**config.mk**
```make
export PLATFORM = sky130hd
export DESIGN_NAME = http_header_tokenizer_flat
export DESIGN_NICKNAME = d
export VERILOG_FILES = /design/src/rtl/hht_pkg.sv /design/src/rtl/hht_if.sv /design/src/rtl/http_header_tokenizer.sv /design/src/rtl/hht_core.sv /design/src/rtl/hht_out_queue.sv /design/src/flat_wrapper.sv
export SDC_FILE = /design/constraint.sdc
export NUM_CORES = 1
export LEC_CHECK = 0
export ABC_AREA = 1
export BUFFER_PORTS_ARGS = -buffer_cell sky130_fd_sc_hd__buf_2
export CORE_MARGIN = 1.5
export CORE_UTILIZATION = 50
export CTS_CLUSTER_DIAMETER = 150
export DETAILED_ROUTE_END_ITERATION = 10
export GPL_ROUTABILITY_DRIVEN = 0
export PLACE_DENSITY = 0.7
export RECOVER_POWER = 100
export SYNTH_ARGS = -nofsm -noshare
export SYNTH_HDL_FRONTEND = slang
export SYNTH_SLANG_ARGS = --single-unit
```
**constraint.sdc**
```tcl
create_clock -name i_clk -period 6 [get_ports i_clk]
set_clock_uncertainty 0.1 [all_clocks]
set_input_delay 1.2 -clock i_clk [delete_from_list [all_inputs] [get_ports i_clk]]
set_output_delay 1.2 -clock i_clk [all_outputs]
set_load 0.02 [all_outputs]
```
**src/rtl/hht_pkg.sv**
```systemverilog
// ----------------------------------------------------------------------------
// HTTP header tokenizer package
// Shared types, character constants and helpers for the tokenizer blocks.
// ----------------------------------------------------------------------------
package hht_pkg;

    // Character codes the tokenizer reacts to.
    localparam logic [7:0] CH_NUL   = 8'h00;
    localparam logic [7:0] CH_TAB   = 8'h09;
    localparam logic [7:0] CH_LF    = 8'h0A;
    localparam logic [7:0] CH_CR    = 8'h0D;
    localparam logic [7:0] CH_SP    = 8'h20;
    localparam logic [7:0] CH_COLON = 8'h3A;
    localparam logic [7:0] CH_UC_A  = 8'h41;
    localparam logic [7:0] CH_UC_Z  = 8'h5A;
    localparam logic [7:0] CASE_OFS = 8'h20;

    // Request codes.
    localparam logic ACT_BYTE    = 1'b0;
    localparam logic ACT_RESTART = 1'b1;

    // Token kinds.
    typedef enum logic [2:0] {
        K_METHOD   = 3'd0,
        K_URL      = 3'd1,
        K_PROTO    = 3'd2,
        K_KEY      = 3'd3,
        K_VALUE    = 3'd4,
        K_LINE_END = 3'd5,
        K_HDR_END  = 3'd6
    } t_kind;

    // Tokenizer phases.
    typedef enum logic [3:0] {
        P_RL_SKIP0 = 4'd0,
        P_METHOD   = 4'd1,
        P_RL_SKIP1 = 4'd2,
        P_URL      = 4'd3,
        P_RL_SKIP2 = 4'd4,
        P_PROTO    = 4'd5,
        P_RL_TAIL  = 4'd6,
        P_AT_SKIP  = 4'd7,
        P_KEY      = 4'd8,
        P_AT_VSKIP = 4'd9,
        P_VALUE    = 4'd10
    } t_phase;

    // One result token.
    typedef struct packed {
        t_kind       kind;
        logic [7:0]  data;
        logic        keep;
        logic        last;
    } t_res;

    // Results of one byte, handed from the core to the output queue.
    typedef struct packed {
        logic [1:0]  cnt;
        t_res        res0;
        t_res        res1;
    } t_push;

    // Whitespace is space, TAB, LF, VT, FF and CR.
    function automatic logic is_ws(input logic [7:0] b);
        return (b == CH_SP) || (b >= CH_TAB && b <= CH_CR);
    endfunction

    // Builds one result token with the last flag clear.
    function automatic t_res mk_res(input t_kind kind, input logic [7:0] data,
                                    input logic keep);
        t_res r;
        r.kind = kind;
        r.data = data;
        r.keep = keep;
        r.last = 1'b0;
        return r;
    endfunction

endpackage

```
**src/rtl/hht_if.sv**
```systemverilog
// ----------------------------------------------------------------------------
// HTTP header tokenizer channels
// Valid/ready channels for header byte requests and result tokens.
// ----------------------------------------------------------------------------
interface hht_in_if;
    logic        valid;
    logic        ready;
    logic        action;
    logic [7:0]  byte_in;

    modport source (output valid, output action, output byte_in, input ready);
    modport sink   (input valid, input action, input byte_in, output ready);
endinterface

interface hht_out_if;
    logic        valid;
    logic        ready;
    logic [2:0]  kind;
    logic [7:0]  data;
    logic        keep;
    logic        last;

    modport source (output valid, output kind, output data, output keep,
                    output last, input ready);
    modport sink   (input valid, input kind, input data, input keep,
                    input last, output ready);
endinterface

```
**src/rtl/http_header_tokenizer.sv**
```systemverilog
// A header byte's first token passes the input register, then the output queue.
// Throughput: one byte per cycle while the result channel takes a token each
// cycle. A byte with two tokens fills the two-slot output queue, so a following
// two-token byte waits until both fit; a stalled result channel holds requests.
// Reset: synchronous, active low; clears the tokenizer state to the start of
// a request line and empties the input register and output queue.
// ----------------------------------------------------------------------------
// HTTP header tokenizer
// Turns a stream of header bytes into tagged method, url, protocol, key and
// value tokens with line-end and header-end markers.
// ----------------------------------------------------------------------------
module http_header_tokenizer (
    input  logic      i_clk,
    input  logic      i_rst_n,
    hht_in_if.sink    i_req,
    hht_out_if.source o_tok
);
    import hht_pkg::*;

    t_push       push;
    logic [1:0]  free;

    // Per-byte tokenizer.
    hht_core u_core (
        .i_clk   (i_clk),
        .i_rst_n (i_rst_n),
        .i_req   (i_req),
        .i_free  (free),
        .o_push  (push)
    );

    // Result token queue.
    hht_out_queue u_queue (
        .i_clk   (i_clk),
        .i_rst_n (i_rst_n),
        .i_push  (push),
        .o_free  (free),
        .o_tok   (o_tok)
    );

endmodule

```
**src/rtl/hht_core.sv**
```systemverilog
// ----------------------------------------------------------------------------
// HTTP header tokenizer core
// Input register, tokenizer state and the per-byte step logic.
// ----------------------------------------------------------------------------
module hht_core (
    input  logic          i_clk,
    input  logic          i_rst_n,
    hht_in_if.sink        i_req,
    input  logic [1:0]    i_free,
    output hht_pkg::t_push o_push
);
    import hht_pkg::*;

    logic        r_in_valid;
    logic        r_action;
    logic [7:0]  r_byte;

    t_phase      r_phase, n_phase;
    logic        r_at_line_start, n_at_line_start;
    logic        r_cr_first, n_cr_first;
    logic        r_key_seen, n_key_seen;
    logic        r_value_seen, n_value_seen;
    logic        r_on_req_line, n_on_req_line;
    logic        r_header_done, n_header_done;
    logic        r_started, n_started;

    logic [1:0]  cnt;
    t_res        res_v [2];
    logic        ended;
    logic        ws;
    logic [7:0]  low_b;
    logic        proc;

    // The held request is processed once the queue has room for its results.
    assign proc        = r_in_valid && (cnt <= i_free);
    assign i_req.ready = !r_in_valid || proc;

    // Input register.
    always_ff @(posedge i_clk) begin
        if (!i_rst_n) begin
            r_in_valid <= 1'b0;
        end else if (i_req.ready) begin
            r_in_valid <= i_req.valid;
        end
    end

    always_ff @(posedge i_clk) begin
        if (i_req.ready && i_req.valid) begin
            r_action <= i_req.action;
            r_byte   <= i_req.byte_in;
        end
    end

    // Tokenizer state.
    always_ff @(posedge i_clk) begin
        if (!i_rst_n) begin
            r_phase         <= P_RL_SKIP0;
            r_at_line_start <= 1'b1;
            r_cr_first      <= 1'b0;
            r_key_seen      <= 1'b0;
            r_value_seen    <= 1'b0;
            r_on_req_line   <= 1'b1;
            r_header_done   <= 1'b0;
            r_started       <= 1'b0;
        end else if (proc) begin
            r_phase         <= n_phase;
            r_at_line_start <= n_at_line_start;
            r_cr_first      <= n_cr_first;
            r_key_seen      <= n_key_seen;
            r_value_seen    <= n_value_seen;
            r_on_req_line   <= n_on_req_line;
            r_header_done   <= n_header_done;
            r_started       <= n_started;
        end
    end

    assign ws    = is_ws(r_byte);
    assign low_b = (r_byte >= CH_UC_A && r_byte <= CH_UC_Z) ? r_byte + CASE_OFS : r_byte;

    // Step logic: next state and up to two result tokens for the held byte.
    always_comb begin
        n_phase         = r_phase;
        n_at_line_start = r_at_line_start;
        n_cr_first      = r_cr_first;
        n_key_seen      = r_key_seen;
        n_value_seen    = r_value_seen;
        n_on_req_line   = r_on_req_line;
        n_header_done   = r_header_done;
        n_started       = r_started;
        cnt             = 2'd0;
        res_v[0]        = '0;
        res_v[1]        = '0;
        ended           = 1'b0;

        if (r_action == ACT_RESTART) begin
            n_phase         = P_RL_SKIP0;
            n_at_line_start = 1'b1;
            n_cr_first      = 1'b0;
            n_key_seen      = 1'b0;
            n_value_seen    = 1'b0;
            n_on_req_line   = 1'b1;
            n_header_done   = 1'b0;
            n_started       = 1'b0;
        end else if (!r_header_done && r_byte != CH_NUL) begin
            // Line start: close the previous line unless this is a continuation.
            if (r_at_line_start) begin
                n_at_line_start = 1'b0;
                if (!(r_started && (r_byte == CH_SP || r_byte == CH_TAB))) begin
                    if (r_started) begin
                        res_v[cnt[0]] = mk_res(K_LINE_END, 8'h00,
                                               r_on_req_line || (r_key_seen && r_value_seen));
                        cnt           = cnt + 2'd1;
                        n_phase       = P_AT_SKIP;
                        n_on_req_line = 1'b0;
                        n_key_seen    = 1'b0;
                        n_value_seen  = 1'b0;
                    end
                    n_started = 1'b1;
                    if (r_byte == CH_LF) begin
                        res_v[cnt[0]] = mk_res(K_HDR_END, 8'h00, 1'b0);
                        cnt           = cnt + 2'd1;
                        n_header_done = 1'b1;
                        ended         = 1'b1;
                    end else begin
                        n_cr_first = (r_byte == CH_CR);
                    end
                end
            end else if (r_cr_first) begin
                // A line that began with CR is blank when LF follows.
                n_cr_first = 1'b0;
                if (r_byte == CH_LF) begin
                    res_v[cnt[0]] = mk_res(K_HDR_END, 8'h00, 1'b0);
                    cnt           = cnt + 2'd1;
                    n_header_done = 1'b1;
                    ended         = 1'b1;
                end
            end

            // Token scan within the current line.
            if (!ended) begin
                unique case (n_phase)
                    P_RL_SKIP0: begin
                        if (!ws) begin
                            res_v[cnt[0]] = mk_res(K_METHOD, r_byte, 1'b0);
                            cnt           = cnt + 2'd1;
                            n_phase       = P_METHOD;
                        end
                    end
                    P_METHOD: begin
                        if (ws) begin
                            n_phase = P_RL_SKIP1;
                        end else begin
                            res_v[cnt[0]] = mk_res(K_METHOD, r_byte, 1'b0);
                            cnt           = cnt + 2'd1;
                        end
                    end
                    P_RL_SKIP1: begin
                        if (!ws) begin
                            res_v[cnt[0]] = mk_res(K_URL, r_byte, 1'b0);
                            cnt           = cnt + 2'd1;
                            n_phase       = P_URL;
                        end
                    end
                    P_URL: begin
                        if (ws) begin
                            n_phase = P_RL_SKIP2;
                        end else begin
                            res_v[cnt[0]] = mk_res(K_URL, r_byte, 1'b0);
                            cnt           = cnt + 2'd1;
                        end
                    end
                    P_RL_SKIP2: begin
                        if (!ws) begin
                            res_v[cnt[0]] = mk_res(K_PROTO, r_byte, 1'b0);
                            cnt           = cnt + 2'd1;
                            n_phase       = P_PROTO;
                        end
                    end
                    P_PROTO: begin
                        if (ws) begin
                            n_phase = P_RL_TAIL;
                        end else begin
                            res_v[cnt[0]] = mk_res(K_PROTO, r_byte, 1'b0);
                            cnt           = cnt + 2'd1;
                        end
                    end
                    P_AT_SKIP, P_KEY: begin
                        if (ws && n_phase == P_AT_SKIP) begin
                            n_phase = P_AT_SKIP;
                        end else if (ws || r_byte == CH_COLON) begin
                            n_phase = P_AT_VSKIP;
                        end else begin
                            res_v[cnt[0]] = mk_res(K_KEY, low_b, 1'b0);
                            cnt           = cnt + 2'd1;
                            n_key_seen    = 1'b1;
                            n_phase       = P_KEY;
                        end
                    end
                    P_AT_VSKIP: begin
                        if (!ws) begin
                            n_phase       = P_VALUE;
                            res_v[cnt[0]] = mk_res(K_VALUE, r_byte, 1'b0);
                            cnt           = cnt + 2'd1;
                            n_value_seen  = 1'b1;
                        end
                    end
                    P_VALUE: begin
                        if (r_byte != CH_CR && r_byte != CH_LF) begin
                            res_v[cnt[0]] = mk_res(K_VALUE, r_byte, 1'b0);
                            cnt           = cnt + 2'd1;
                            n_value_seen  = 1'b1;
                        end
                    end
                    default: begin
                        // Trailing text of the request line is ignored.
                    end
                endcase
                if (r_byte == CH_LF) begin
                    n_at_line_start = 1'b1;
                end
            end

            // Mark the final token of this byte.
            if (cnt != 2'd0) begin
                res_v[1'(cnt - 2'd1)].last = 1'b1;
            end
        end
    end

    assign o_push.cnt  = proc ? cnt : 2'd0;
    assign o_push.res0 = res_v[0];
    assign o_push.res1 = res_v[1];

endmodule

```
**src/rtl/hht_out_queue.sv**
```systemverilog
// ----------------------------------------------------------------------------
// HTTP header tokenizer output queue
// Two-slot shift queue that takes up to two tokens and drives the result channel.
// ----------------------------------------------------------------------------
module hht_out_queue (
    input  logic          i_clk,
    input  logic          i_rst_n,
    input  hht_pkg::t_push i_push,
    output logic [1:0]    o_free,
    hht_out_if.source     o_tok
);
    import hht_pkg::*;

    t_res        r_q [2];
    t_res        n_q [2];
    logic [1:0]  r_cnt, n_cnt;
    logic [1:0]  kept;
    logic        pop;

    assign pop    = (r_cnt != 2'd0) && o_tok.ready;
    assign kept   = r_cnt - {1'b0, pop};
    assign o_free = 2'd2 - kept;

    // Shift out the head on a pop, then append the new tokens behind.
    always_comb begin
        n_q[0] = r_q[0];
        n_q[1] = r_q[1];
        if (pop) begin
            n_q[0] = r_q[1];
        end
        if (i_push.cnt != 2'd0) begin
            n_q[kept[0]] = i_push.res0;
        end
        if (i_push.cnt == 2'd2) begin
            n_q[1] = i_push.res1;
        end
        n_cnt = kept + i_push.cnt;
    end

    always_ff @(posedge i_clk) begin
        if (!i_rst_n) begin
            r_cnt <= 2'd0;
        end else begin
            r_cnt <= n_cnt;
        end
    end

    always_ff @(posedge i_clk) begin
        r_q[0] <= n_q[0];
        r_q[1] <= n_q[1];
    end

    assign o_tok.valid = (r_cnt != 2'd0);
    assign o_tok.kind  = r_q[0].kind;
    assign o_tok.data  = r_q[0].data;
    assign o_tok.keep  = r_q[0].keep;
    assign o_tok.last  = r_q[0].last;

endmodule
```
**src/flat_wrapper.sv**
```systemverilog
// flat-port wrapper written by rule: the top's interface ports become plain ports
module http_header_tokenizer_flat import hht_pkg::*;
  (i_clk, i_rst_n, i_req_valid, i_req_action, i_req_byte_in, i_req_ready, o_tok_valid, o_tok_kind, o_tok_data, o_tok_keep, o_tok_last, o_tok_ready);
  hht_in_if i_req_i ();
  hht_out_if o_tok_i ();
  input  logic i_clk;
  input  logic i_rst_n;
  input wire logic [$bits(i_req_i.valid)-1:0] i_req_valid;
  input wire logic [$bits(i_req_i.action)-1:0] i_req_action;
  input wire logic [$bits(i_req_i.byte_in)-1:0] i_req_byte_in;
  output wire logic [$bits(i_req_i.ready)-1:0] i_req_ready;
  output wire logic [$bits(o_tok_i.valid)-1:0] o_tok_valid;
  output wire logic [$bits(o_tok_i.kind)-1:0] o_tok_kind;
  output wire logic [$bits(o_tok_i.data)-1:0] o_tok_data;
  output wire logic [$bits(o_tok_i.keep)-1:0] o_tok_keep;
  output wire logic [$bits(o_tok_i.last)-1:0] o_tok_last;
  input wire logic [$bits(o_tok_i.ready)-1:0] o_tok_ready;
  assign i_req_i.valid = i_req_valid;
  assign i_req_i.action = i_req_action;
  assign i_req_i.byte_in = i_req_byte_in;
  assign i_req_ready = i_req_i.ready;
  assign o_tok_valid = o_tok_i.valid;
  assign o_tok_kind = o_tok_i.kind;
  assign o_tok_data = o_tok_i.data;
  assign o_tok_keep = o_tok_i.keep;
  assign o_tok_last = o_tok_i.last;
  assign o_tok_i.ready = o_tok_ready;
  http_header_tokenizer u_core (.i_clk(i_clk), .i_rst_n(i_rst_n), .i_req(i_req_i), .o_tok(o_tok_i));
endmodule
```
# [Yosys cells after proc, flatten, opt, wreduce, memory -nomap -nowiden]
# Memories as Yosys holds them, arrays and structs flattened.
# Index checks and enable logic that the tools add are counted.
[word_totals] output_inout_bits=15 mem_bits_rw=26 inputBits=13 n_memories=1 wordCells=236 register_bits=23
[mem_list] name="u_core.u_queue.r_q" depth=2 word_bits=13 read_ports=2 rd_clocked_by_memory_dff=0 write_ports=2 line="hht_out_queue.sv:14" text="t_res r_q [2];"
[classes] eq_ne=20 reduce_logical=40 magnitude_cmp=13 addsub=7 muxes=136 bitwise_logic=7
[op_table] cell="2-to-1 mux 26 bit" n=16
[op_table] cell="2-to-1 mux 13 bit" n=18
[op_table] cell="bitwise mux 26 bit" n=7
[op_table] cell="one-hot mux 26 bit (6 select lines)" n=1
[op_table] cell="2-to-1 mux 4 bit" n=16
[op_table] cell="demux 13 bit (select 1 bit)" n=4
[op_table] cell="2-to-1 mux 1 bit" n=51
[op_table] cell="2-to-1 mux 2 bit" n=19
[op_table] cell="one-hot mux 4 bit (8 select lines)" n=1
[op_table] cell="equality test 8 x 4 -> 1 bit, second input constant" n=3
[op_table] cell="AND 22 bit" n=1
[op_table] cell="inverter 22 bit" n=1
[op_table] cell="equality test 8 x 6 -> 1 bit, second input constant" n=2
[op_table] cell="inequality test 8 x 4 -> 1 bit, second input constant" n=2
[op_table] cell="logical AND 1 bit" n=14
[op_table] cell="equality test 4 x 3 -> 1 bit, second input constant" n=3
[op_table] cell="equality test 4 bit, second input constant" n=3
[op_table] cell="AND reduction 4 bit" n=3
[op_table] cell="nonzero test 2 bit" n=6
[op_table] cell="adder 8 x 6 -> 8 bit, second input constant" n=1
[op_table] cell="equality test 4 x 2 -> 1 bit, second input constant" n=2
[op_table] cell=">= comparator 2 bit, second input constant" n=4
[op_table] cell=">= comparator 8 x 4 -> 1 bit, second input constant" n=1
[op_table] cell=">= comparator 8 x 7 -> 1 bit, second input constant" n=1
[op_table] cell="other kinds (27)" n=43

# [Depth between registers and ports, before layout]
# Gate-level depths: netlist of the first run.
[logic_depth] ltp_word=33 depth_mapped=32 mapped_depth_nobuf=31

# [By module]
# A second synthesis of the first run with hierarchy kept.
[hier_totals] hier_cells=544 area_unflattened_um2=3763.6
[by_module_without_submodules] module="hht_core" seq_area_each_um2=510.5 cells_per_inst=353 area_each_um2=2272.2 instances=1
[by_module_without_submodules] module="hht_out_queue" seq_area_each_um2=690.7 cells_per_inst=191 area_each_um2=1491.4 instances=1

# [Worst setup path after synthesis of the first run]
# Ideal clock, no wire load.
[synth_path] path_type="input to register" startpoint="input o_tok_ready" endpoint="memory u_core.u_queue.r_q[0][13] (netlist bit) (enable)" path_stages=14 path_buffers=3 path_slack_ps=1013 arrival_ps=4490 t_required_ps=5502 setup_ps=398 cell_sequence="nand2_1 inv_1 clkbuf_1 ha_1 clkbuf_1 clkinv_1 clkbuf_1 ha_1 nand2_1 nand2_1 nand2_1 nor2_2 nand3_4 o21ai_0"
[synth_rtl] element="from (decl)" line="flat_wrapper.sv:17" text="input wire logic [$bits(o_tok_i.ready)-1:0] o_tok_ready;"
[synth_rtl] element="to (decl)" line="hht_out_queue.sv:14"

# [Final worst setup path of the first run]
[layout_path] startpoint="register u_core.u_core.r_byte[5]" endpoint="output i_req_ready"
[layout_between] elab_chain_cells=19 word_cells_on_any_way=60 classes_between="add/sub: 1; order compare: 3; eq/ne: 15; mux: 27; reduce/logical: 14"
[layout_lines] element="from (decl)" line="hht_core.sv:16" text="logic [7:0] r_byte;"
[layout_lines] element="from (signal assigned)" line="hht_core.sv:50" text="r_byte <= i_req.byte_in;"
[layout_lines] element="equality test 8 x 6 -> 1 bit or equality test 8 x 4 -> 1 bit (tied branches)" line="hht_pkg.sv:65, hht_core.sv:108"
[layout_lines] element="logical OR 1 bit" line="hht_core.sv:108" text="if (!(r_started && (r_byte == CH_SP || r_byte == CH_TAB))) begin"
[layout_lines] element="logical AND 1 bit" line="hht_core.sv:108"
[layout_lines] element="2-to-1 mux 2 bit or 2-to-1 mux 4 bit (tied branches)" line="hht_core.sv:108"
[layout_lines] element="2-to-1 mux 2 bit or 2-to-1 mux 4 bit (tied branches)" line="hht_core.sv:106" text="if (r_at_line_start) begin"
[layout_lines] element="2-to-1 mux 2 bit or 2-to-1 mux 4 bit (tied branches)" line="hht_core.sv:104" text="end else if (!r_header_done && r_byte != CH_NUL) begin"
[layout_lines] element="2-to-1 mux 2 bit or 2-to-1 mux 4 bit (tied branches)" line="hht_core.sv:95" text="if (r_action == ACT_RESTART) begin"
[layout_lines] element="adder 2 x 1 -> 2 bit or equality test 4 x 3 -> 1 bit (tied branches)"
[layout_lines] element="[3 not listed]"
[layout_lines] element="2-to-1 mux 2 bit" line="hht_core.sv:140" text="if (!ended) begin"
[layout_lines] element="2-to-1 mux 2 bit" line="hht_core.sv:104"
[layout_lines] element="2-to-1 mux 2 bit" line="hht_core.sv:95"
[layout_lines] element="2-to-1 mux 2 bit (*)" line="hht_core.sv:104"
[layout_lines] element="2-to-1 mux 2 bit (*)" line="hht_core.sv:95"
[layout_lines] element="less-or-equal comparator 2 bit (*)" line="hht_core.sv:35" text="assign proc = r_in_valid && (cnt <= i_free);"
[layout_lines] element="logical AND 1 bit (*)" line="hht_core.sv:35"
[layout_lines] element="logical OR 1 bit (*)" line="hht_core.sv:36" text="assign i_req.ready = !r_in_valid || proc;"
[layout_lines] element="to (decl)" line="flat_wrapper.sv:11" text="output wire logic [$bits(i_req_i.ready)-1:0] i_req_ready;"
# Every way passes the cells marked *; elsewhere a longest branch is shown, timed or not. The select of a mux whose other input is x is not followed.

==> results.json, run 1 <==
{
  "port_buffers": 27,
  "dpl_worst_slack_ps": 1100,
  "max_freq_ghz": 0.182,
  "vdd_drop_max_mv": 0.163,
  "cts_buffers": 5,
  "finalCritPeriodShare_pct": 91.7,
  "clock_latency_ps": 320,
  "cts_resized": 0,
  "synth_nets": 626,
  "core_sq_mm": 0.00781,
  "initial_core_util_pct": 52.2,
  "num_vias": 4021,
  "leakage_uw": 0.00205,
  "die_x_microns": 93.3,
  "antenna_found_initial": 0,
  "arrival_ps": 4200,
  "finalSetupViolCount": 0,
  "maxSlewHeadroom_pct": 30.7,
  "htreeDepth": 2,
  "avgRoutedWirePerCell_microns": 14.7,
  "rsz0062_at_grt": "no",
  "status": "finished, final reports clean",
  "hold_buffers": 0,
  "antenna-diode-count": 0,
  "tightestPinTransition_ps": 1030,
  "hold_violations": 0,
  "syn2layout_area_growth_pct": 2.82,
  "rows": 32,
  "track_usage_pct": 25.3,
  "worst_slack_ps": 495,
  "fill_cells": 809,
  "crit_path_end_kind": "output pin",
  "critPathRequiredTime_ps": 4700,
  "yosysWarningCount": 0,
  "fin_hold_ws_ps": 373,
  "synth_edf_count": 22,
  "cts_tree": "built",
  "grt_max_degree": 20,
  "drv_slew": 0,
  "async_flop_share_pct": 0,
  "firstDrtPassIters": 5,
  "period_minus_slack_ps": 5500,
  "via_per_inst": 5.62,
  "die_y_microns": 93.3,
  "drt_iter0_markers": 529,
  "post-dp-hpwl_microns": 8060,
  "ys_seq_area_share_pct": 29.4,
  "clk_path_buf_depth": 2,
  "ys.flop_type": "dfxtp_1",
  "clk_pin_slew_ps": 100,
  "syn_area_per_cell_sq_um": 6.78,
  "cts_sinks": 49,
  "netlist_area_sq_mm": 0.00408,
  "powerDensity_mw_per_mm2": 415,
  "drv_cap": 0,
  "antenna_left": 0,
  "cp-start-kind": "flop",
  "drc": 0,
  "drive_above_1_share_pct": 14.5,
  "crit_type": "flop to output pin",
  "grt_pass1_wl_microns": 17500,
  "cp_max_fo": 12,
  "grt_overflow": 0,
  "grt_pass1_vias": 3734,
  "ys_ff_latch": 49,
  "root_buffer": "clkbuf_8",
  "layout_common_cells": "nand2_1, nand3_1, inv_1, nor2_1, o21ai_0",
  "min_path_type": "flop to flop",
  "nets": 637,
  "ios": 28,
  "syn_inst": 602,
  "power.total_uw": 1740,
  "die_area_sq_mm": 0.00871,
  "final_util_pct": 53.7,
  "setup_tns_ps": 0,
  "final_common_cell": "nand2_1",
  "synth_cell_types": 47,
  "finalWirelength_microns": 10500,
  "cts_setup_buffers": 0
}
-- logic make-up (layout without fill, tap and decap cells) --
group           after synthesis  in the layout  share of synthesized area [%]
flops                        49             49                           29.4
xor+xnor                      4              4                          0.859
compound gates               85             85                           13.1
fa+ha+maj                    11             11                           3.37
simple gates                361            361                           42.4
buf+inv                      92            104                           10.8
-- Yosys cell counts, types with 9 or more instances --
cell        n  area (sq um)
ha_1       11           138
o21ai_0    39           195
inv_2      16          60.1
nand2_2    14          87.6
nand3_1    50           250
a21oi_1    18          90.1
nand4_1     9          56.3
nor2_1     43           161
dfxtp_1    27           541
nor2_4      9           101
inv_1      45           169
edfxtp_1   22           661
nand2_1   208           781
buf_4      11          82.6
-- routing by layer --
layer / track usage (%) / wire, microns
met1: 33.9 / 4670
met2: 40.9 / 4670
met3: 3.58 / 818
met4: 9.97 / 335
met5: 0 / 0
-- area by class of cell --
type	count	area, sq um	share of cell area (%)
sequential	49	1200	28.6
inverter	66	253	6.03
clock inverter	3	21.3	0.507
multi-input combinational	461	2390	56.9
tap	102	128	3.04
clock buffer	5	68.8	1.64
timing repair buffer	30	136	3.25
-- power breakdown --
group          switching, uW  internal [uW]
clock                    123           83.0
combinational            742            300
sequential              55.1            437
-- per-stage QoR --
stage / instances / area [sq um]
CTS: 716 / 4270
global route: 716 / 4190
floorplan: 602 / 4080
global placement: 708 / 4180
detailed placement: 708 / 4180
finish: 716 / 4190
-- sequential cells by signal, summed over array words and instances (netlist names) --
| signal | count |
|---|---|
| u_core.u_core.r_started | 1 |
| u_core.u_queue.r_cnt | 2 |
| u_core.u_core.r_action | 1 |
| u_core.u_core.r_phase | 4 |
| u_core.u_core.r_on_req_line | 1 |
| u_core.u_core.r_cr_first | 1 |
| u_core.u_core.r_key_seen | 1 |
| u_core.u_core.r_byte | 8 |
| u_core.u_core.r_header_done | 1 |
| u_core.u_core.r_value_seen | 1 |
| u_core.u_core.r_at_line_start | 1 |
| u_core.u_core.r_in_valid | 1 |
| u_core.u_queue.r_q | 26 |
-- final timing paths --
kind | from | end | slack (ps) | cells past startpoint
min reg2reg | u_core.u_core.r_phase[2]$_SDFFE_PN0P_ | u_core.u_core.r_phase[2]$_SDFFE_PN0P_ | 370 | 2
max reg2reg | u_core.u_core.r_byte[5]$_DFFE_PP_ | u_core.u_queue.r_q[0][15]$_DFFE_PP_ | 610 | 25
max | u_core.u_core.r_byte[5]$_DFFE_PP_ | i_req_ready | 500 | 21
min | u_core.u_core.r_phase[2]$_SDFFE_PN0P_ | u_core.u_core.r_phase[2]$_SDFFE_PN0P_ | 370 | 2
-- worst max-delay path: stages (launching register included) --
cell	delay, ps
edfxtp_1	510
inv_2	170
nand3_1	120
nor2_1	420
ha_1	320
inv_1	50
nand3_1	130
nand2_2	220
inv_2	160
ha_1	330
inv_1	50
o21ai_0	180
nor2_1	70
nor2_1	130
nand2_2	90
nand2_1	70
inv_1	40
ha_1	290
inv_1	40
o21bai_1	160
nand3_1	140
buf_2	190
No activity file was read; power rests on OpenSTA's default activity.
==> run 2, diff against run 1 <==
Settings changed: ABC_AREA 1 to unset, PLACE_DENSITY 0.7 to 0.71.
==> run 2 against run 1 <==
The run now ends with DRC left. Final cell count fell by 34%. Non-clock buffer count rose by 2. Via count fell by 27%. Critical endpoint unchanged. Largest cell class unchanged.
==> results.json, run 2 <==
{
  "htreeDepth": 2,
  "cts_setup_buffers": 0,
  "track_usage_pct": 22.4,
  "dpl_worst_slack_ps": 557,
  "largest_reg_flops": 26,
  "finalCritPeriodShare_pct": 94.0,
  "drive_above_1_share_pct": 12.7,
  "rsz0062_at_grt": "no",
  "root_buffer": "clkbuf_8",
  "crit_type": "flop to output pin",
  "drv_slew": 0,
  "syn_inst": 381,
  "violations": "DRC",
  "drt_iter0_markers": 277,
  "yosysWarningCount": 0,
  "cts_tree": "built",
  "crit_path_end_kind": "output pin",
  "placed_area_sq_mm": 0.00342,
  "powerDensity_mw_per_mm2": 414,
  "crit_end": "i_req_ready",
  "worst_slack_ps": 359,
  "worstRegToRegCells": 21,
  "ys_seq_area_share_pct": 35.8,
  "synth_nets": 405,
  "yosys.area.top_type": "edfxtp_1",
  "status": "finished with violations",
  "post-dp-hpwl_microns": 5950,
  "largestRegisters": "u_core.u_queue.r_q x26, u_core.u_core.r_byte x8, u_core.u_core.r_phase x4",
  "grt_pass1_vias": 2715,
  "cpPeakStageDelay_ps": 520,
  "ys_top_cells_by_area": "edfxtp_1, dfxtp_1, mux2i_1",
  "design_area_sq_mm": 0.00352,
  "antenna_left": 0,
  "avgRoutedWirePerCell_microns": 17.0,
  "fill_cells": 600,
  "synth_cell_types": 69,
  "min_path_type": "flop to flop",
  "syn_area_per_cell_sq_um": 8.81,
  "firstDrtPassIters": 8,
  "async_flop_share_pct": 0,
  "grt_max_degree": 17,
  "finalSetupViolCount": 0,
  "netlist_area_sq_mm": 0.00336,
  "regToRegSetupSlack_ps": 470,
  "max_freq_ghz": 0.177,
  "final_common_cell": "nand2_1",
  "num_vias": 2935,
  "critPathRequiredTime_ps": 4700,
  "largest_register": "u_core.u_queue.r_q",
  "port_buffers": 27,
  "die_x_microns": 85.0,
  "antenna_found_initial": 0,
  "layout_common_cells": "nand2_1, nor2_1, dfxtp_1",
  "die_area_sq_mm": 0.00722,
  "clk_path_buf_depth": 2,
  "ys.flop_type": "dfxtp_1",
  "crit_start": "u_core.u_core.r_byte[4]$_DFFE_PP_",
  "worstPathCellList": "nor3_4, nand3_1, inv_1, ha_1, inv_1, nand3_1, nand2_1, inv_1, ha_1, mux2i_1, a211oi_2, o211ai_2, and2_2, ha_1, nor2b_1, o21ai_1, inv_1, nand2_1, buf_2",
  "synth_edf_count": 22,
  "vdd_drop_max_mv": 0.344,
  "rows": 29,
  "cp-start-kind": "flop",
  "synth_most_common_cell": "nand2_1",
  "rr_endpoint": "u_core.u_queue.r_q[0][7]$_DFF_P_",
  "antenna-diode-count": 0,
  "crit_path_top_delay_cell": "edfxtp_1",
  "setup_tns_ps": 0,
  "ys_ff_latch": 49,
  "cts_sinks": 49,
  "tightestPinTransition_ps": 830,
  "die_y_microns": 85.0,
  "clock_latency_ps": 300,
  "maxSlewHeadroom_pct": 44.7,
  "finalWirelength_microns": 7970,
  "via_per_inst": 6.24,
  "rr_startpoint": "u_core.u_core.r_byte[4]$_DFFE_PP_",
  "crit_top_cell": "inv_1",
  "grt_pass1_wl_microns": 13000,
  "arrival_ps": 4340,
  "synth_top_area_share_pct": 19.7,
  "cp_max_fo": 8,
  "grt_overflow": 0,
  "core_sq_mm": 0.00642,
  "ios": 28,
  "hold_violations": 0,
  "drc": 1,
  "leakage_uw": 0.00148,
  "syn2layout_area_growth_pct": 4.77,
  "cts_buffers": 5,
  "period_minus_slack_ps": 5640,
  "initial_core_util_pct": 52.3,
  "netlist_top_cells_count": "nand2_1, nor2_1, dfxtp_1",
  "nets": 416,
  "drv_cap": 0,
  "clk_pin_slew_ps": 90
}
[run 2: cell count changes after synthesis, sizes merged, moves of 5 or more]
cell	previous run	this run
a21oi	19	25
and2	0	10
inv	63	18
mux2i	0	26
nand2	225	44
nand2b	0	5
nand3	61	12
nor2	60	28
nor2b	0	5
nor3	5	10
o21ai	50	21
[run 2: worst min path at each step]
stage          cells after the start  slack, ps                                      from                                       end
2_1_floorplan                      2        360  u_core.u_core.r_header_done$_SDFFE_PN0P_  u_core.u_core.r_header_done$_SDFFE_PN0P_
3_3_place_gp                       2        370     u_core.u_core.r_key_seen$_SDFFE_PN0P_     u_core.u_core.r_key_seen$_SDFFE_PN0P_
3_5_place_dp                       2        390     u_core.u_core.r_in_valid$_SDFFE_PN0P_     u_core.u_core.r_in_valid$_SDFFE_PN0P_
4_1_cts                            2        400     u_core.u_core.r_in_valid$_SDFFE_PN0P_     u_core.u_core.r_in_valid$_SDFFE_PN0P_
5_1_grt                            2        430     u_core.u_core.r_in_valid$_SDFFE_PN0P_     u_core.u_core.r_in_valid$_SDFFE_PN0P_
6_report                           2        390     u_core.u_core.r_in_valid$_SDFFE_PN0P_     u_core.u_core.r_in_valid$_SDFFE_PN0P_
[run 2: layer usage]
layer,GRT usage [%],routed length (microns)
met2,34.8,3520
met4,7.00,165
met3,5.74,703
met5,0,0
met1,30.6,3590
[run 2: worst max-delay path, delay by kind of cell (launching register included)]
kind / cells / cell delay [ps]
buffers and inverters: 5 / 640
AOI/OAI and AO/OA: 3 / 650
muxes: 1 / 80
DFF: 1 / 520
and+or+nand+nor: 7 / 1240
adders and majority gates: 3 / 890
[run 2: logic make-up after synthesis]
| kind of cell | Yosys count | share of synthesized area [%] |
|---|---|---|
| flops | 49 | 35.8 |
| simple gates | 150 | 23.5 |
| compound gates | 95 | 19.9 |
| buf+inv | 47 | 8.23 |
| mux | 26 | 7.75 |
| xor+xnor | 3 | 0.783 |
| fa+ha+maj | 11 | 4.10 |
[run 2: layout make-up]
class	instances	area, sq um	share of cell area (%)
timing repair buffer	32	149	4.23
clock buffer	5	68.8	1.96
clock inverter	3	43.8	1.24
multi-input combinational	285	1890	53.6
inverter	19	73.8	2.10
tap	77	96.3	2.74
sequential	49	1200	34.1
[run 2: power breakdown]
part           internal (uW)  switching (uW)  leakage, uW  total, uW
registers                433            67.2     0.000439        500
clock network            125             113    0.0000585        238
logic                    260             459     0.000981        719
total                    817             639      0.00148       1460
[run 2: timing repair]
item,CTS,global route
hold buffers,0,0
endpoints found under the hold margin,0,0
gates resized for setup,0,3
endpoints found under the setup margin,0,1
[run 2: through the flow]
stage | hold WS (ps) | util, % | std cells | total power [uW]
after global placement | 373 | 53.3 | 462 | 1210
after CTS | 401 | 55.1 | 470 | 1470
after detailed placement | 387 | 53.3 | 462 | 1230
after global routing | 433 | 54.8 | 470 | 1570
final | 394 | 54.8 | 470 | 1460
after floorplan | 355 | - | 381 | 1100
==> run 3, diff against run 2 <==
Settings changed: CORE_UTILIZATION 50 to 60, PLACE_DENSITY 0.71 to 0.82, REMOVE_ABC_BUFFERS set to 1.
==> run 3 against run 2 <==
The flow now finishes without violations. Clock power about the same. Final cell count decreased by 1.1%. Combinational power decreased by 0.8%. Sequential share of layout area about the same. Die area decreased by 16%. Sequential power about the same. Register-to-register slack about the same. Worst setup slack got worse by 65 ps. Largest cell class unchanged.
==> results.json, run 3 (synthesis results as in run 2) <==
{
  "status": "finished, final reports clean",
  "cts_tree": "built",
  "cts_sinks": 49,
  "rr_endpoint": "u_core.u_queue.r_q[0][10]$_DFF_P_",
  "cpPeakStageDelay_ps": 550,
  "num_vias": 2934,
  "die_x_microns": 77.8,
  "worstHoldPathCells": 2,
  "fill_cells": 473,
  "worstRegToRegCells": 21,
  "critPathRequiredTime_ps": 4700,
  "track_usage_pct": 26.3,
  "clock_latency_ps": 300,
  "max_freq_ghz": 0.175,
  "finalSetupViolCount": 0,
  "rsz0062_at_grt": "no",
  "period_minus_slack_ps": 5710,
  "post-dp-hpwl_microns": 5740,
  "crit_top_cell": "inv_1",
  "final_util_pct": 64.6,
  "root_buffer": "clkbuf_8",
  "vdd_drop_max_mv": 0.302,
  "powerDensity_mw_per_mm2": 413,
  "finalWirelength_microns": 7660,
  "largest_reg_flops": 26,
  "seq_power_share_pct": 34.5,
  "hold_buffers": 0,
  "largest_register": "u_core.u_queue.r_q",
  "grt_pass1_vias": 2685,
  "firstDrtPassIters": 5,
  "crit_type": "flop to output pin",
  "worstPathCellList": "nor3b_2, nand3_1, inv_1, ha_1, inv_1, nand3_1, nand2_1, inv_1, ha_1, mux2i_1, a211oi_2, o211ai_2, and2_2, ha_1, nor2b_1, o21ai_0, inv_1, nand2_1, clkbuf_2",
  "tightestPinTransition_ps": 867,
  "drv_cap": 0,
  "drc": 0,
  "initial_core_util_pct": 61.7,
  "final_common_cell": "nand2_1",
  "via_per_inst": 6.31,
  "seq_area_sq_mm": 0.00120,
  "nets": 416,
  "crit_path_end_kind": "output pin",
  "grt_pass1_wl_microns": 12600,
  "cp_max_fo": 10,
  "drt_iter0_markers": 273,
  "antenna-diode-count": 0,
  "pwr-share-clk_pct": 16.4,
  "antenna_left": 0,
  "port_buffers": 27,
  "internal_power_uw": 815,
  "multi_input_area_sq_mm": 0.00189,
  "largestRegisters": "u_core.u_queue.r_q x26, u_core.u_core.r_byte x8, u_core.u_core.r_phase x4",
  "die_area_sq_mm": 0.00606,
  "p_comb_share_pct": 49.2,
  "htreeDepth": 2,
  "maxSlewHeadroom_pct": 42.2,
  "cts_setup_buffers": 0,
  "min_path_type": "flop to flop",
  "avgRoutedWirePerCell_microns": 16.5,
  "die_y_microns": 77.8,
  "cts_buffers": 5,
  "drv_slew": 0,
  "syn2layout_area_growth_pct": 4.66,
  "grt_overflow": 0,
  "setup_tns_ps": 0,
  "layout_common_cells": "nand2_1, nor2_1, dfxtp_1",
  "regToRegSetupSlack_ps": 470,
  "core_sq_mm": 0.00544,
  "drive_above_1_share_pct": 12.7,
  "p_switching_uw": 635,
  "hold_violations": 0,
  "crit_start": "u_core.u_core.r_byte[0]$_DFFE_PP_",
  "grt_max_degree": 17,
  "clk_path_buf_depth": 2,
  "swShare_pct": 43.8,
  "rr_startpoint": "u_core.u_core.r_byte[0]$_DFFE_PP_",
  "leakage_uw": 0.00148,
  "arrival_ps": 4410,
  "rows": 27,
  "antenna_found_initial": 0,
  "cp-start-kind": "flop",
  "crit_path_top_delay_cell": "edfxtp_1",
  "ios": 28,
  "clk_pin_slew_ps": 90,
  "finalCritPeriodShare_pct": 95.1,
  "crit_end": "i_req_ready",
  "cts_resized": 0
}
## run 3: changes by cell type in the layout (fill, tap and decap cells not counted), sizes merged
cell,delta
inv,-1
clkinvlp,+1
clkbuf,+1
buf,-1
## run 3: power groups by stage
stage               logic, uW  registers (uW)  clock network [uW]
global route              785             512                 251
finish                    713             500                 237
detailed placement        718             503                   0
CTS                       723             496                 241
floorplan                 481             544                   0
global placement          704             498                   0
## run 3: layout make-up
cell class / instances / area share [%]
multi-input combinational: 285 / 53.6
sequential: 49 / 34.2
timing repair buffer: 32 / 4.24
tap: 72 / 2.56
inverter: 19 / 2.10
clock buffer: 5 / 1.96
clock inverter: 3 / 1.32
## run 3: worst min path at each step
stage                                                         from                                  endpoint  slack, ps
final                        u_core.u_core.r_in_valid$_SDFFE_PN0P_     u_core.u_core.r_in_valid$_SDFFE_PN0P_        400
after detailed placement     u_core.u_core.r_in_valid$_SDFFE_PN0P_     u_core.u_core.r_in_valid$_SDFFE_PN0P_        380
after global routing         u_core.u_core.r_key_seen$_SDFFE_PN0P_     u_core.u_core.r_key_seen$_SDFFE_PN0P_        430
after CTS                    u_core.u_core.r_in_valid$_SDFFE_PN0P_     u_core.u_core.r_in_valid$_SDFFE_PN0P_        400
after floorplan           u_core.u_core.r_header_done$_SDFFE_PN0P_  u_core.u_core.r_header_done$_SDFFE_PN0P_        360
after global placement     u_core.u_core.r_value_seen$_SDFFE_PN0P_   u_core.u_core.r_value_seen$_SDFFE_PN0P_        370
## run 3: critical path, delay by kind of cell (launching register included)
family	cells	cell delay [ps]
AO/OA/AOI/OAI	3	730
adder cells (fa/ha/maj)	3	860
buffers and inverters	5	640
flip-flops	1	550
multiplexers	1	70
AND/OR/NAND/NOR	7	1230
## run 3: through the flow
stage          worst slack [ps]  power, uW  hold slack, ps  cell area, sq um  cells
6_report                    294       1450             395              3510    465
5_1_grt                    39.3       1550             429              3510    465
4_1_cts                     275       1460             398              3530    465
2_1_floorplan               674       1020             355              3160    353
3_3_place_gp                763       1200             373              3420    457
3_5_place_dp                663       1220             384              3420    457
## run 3: per-layer routing
layer	global-route usage (%)	vias to the layer above	share of wire [%]
li1	-	1413	-
met1	35.9	1349	43
met2	42.2	155	46
met3	4.12	17	8.3
met4	8.91	0	2.2
met5	0	-	0
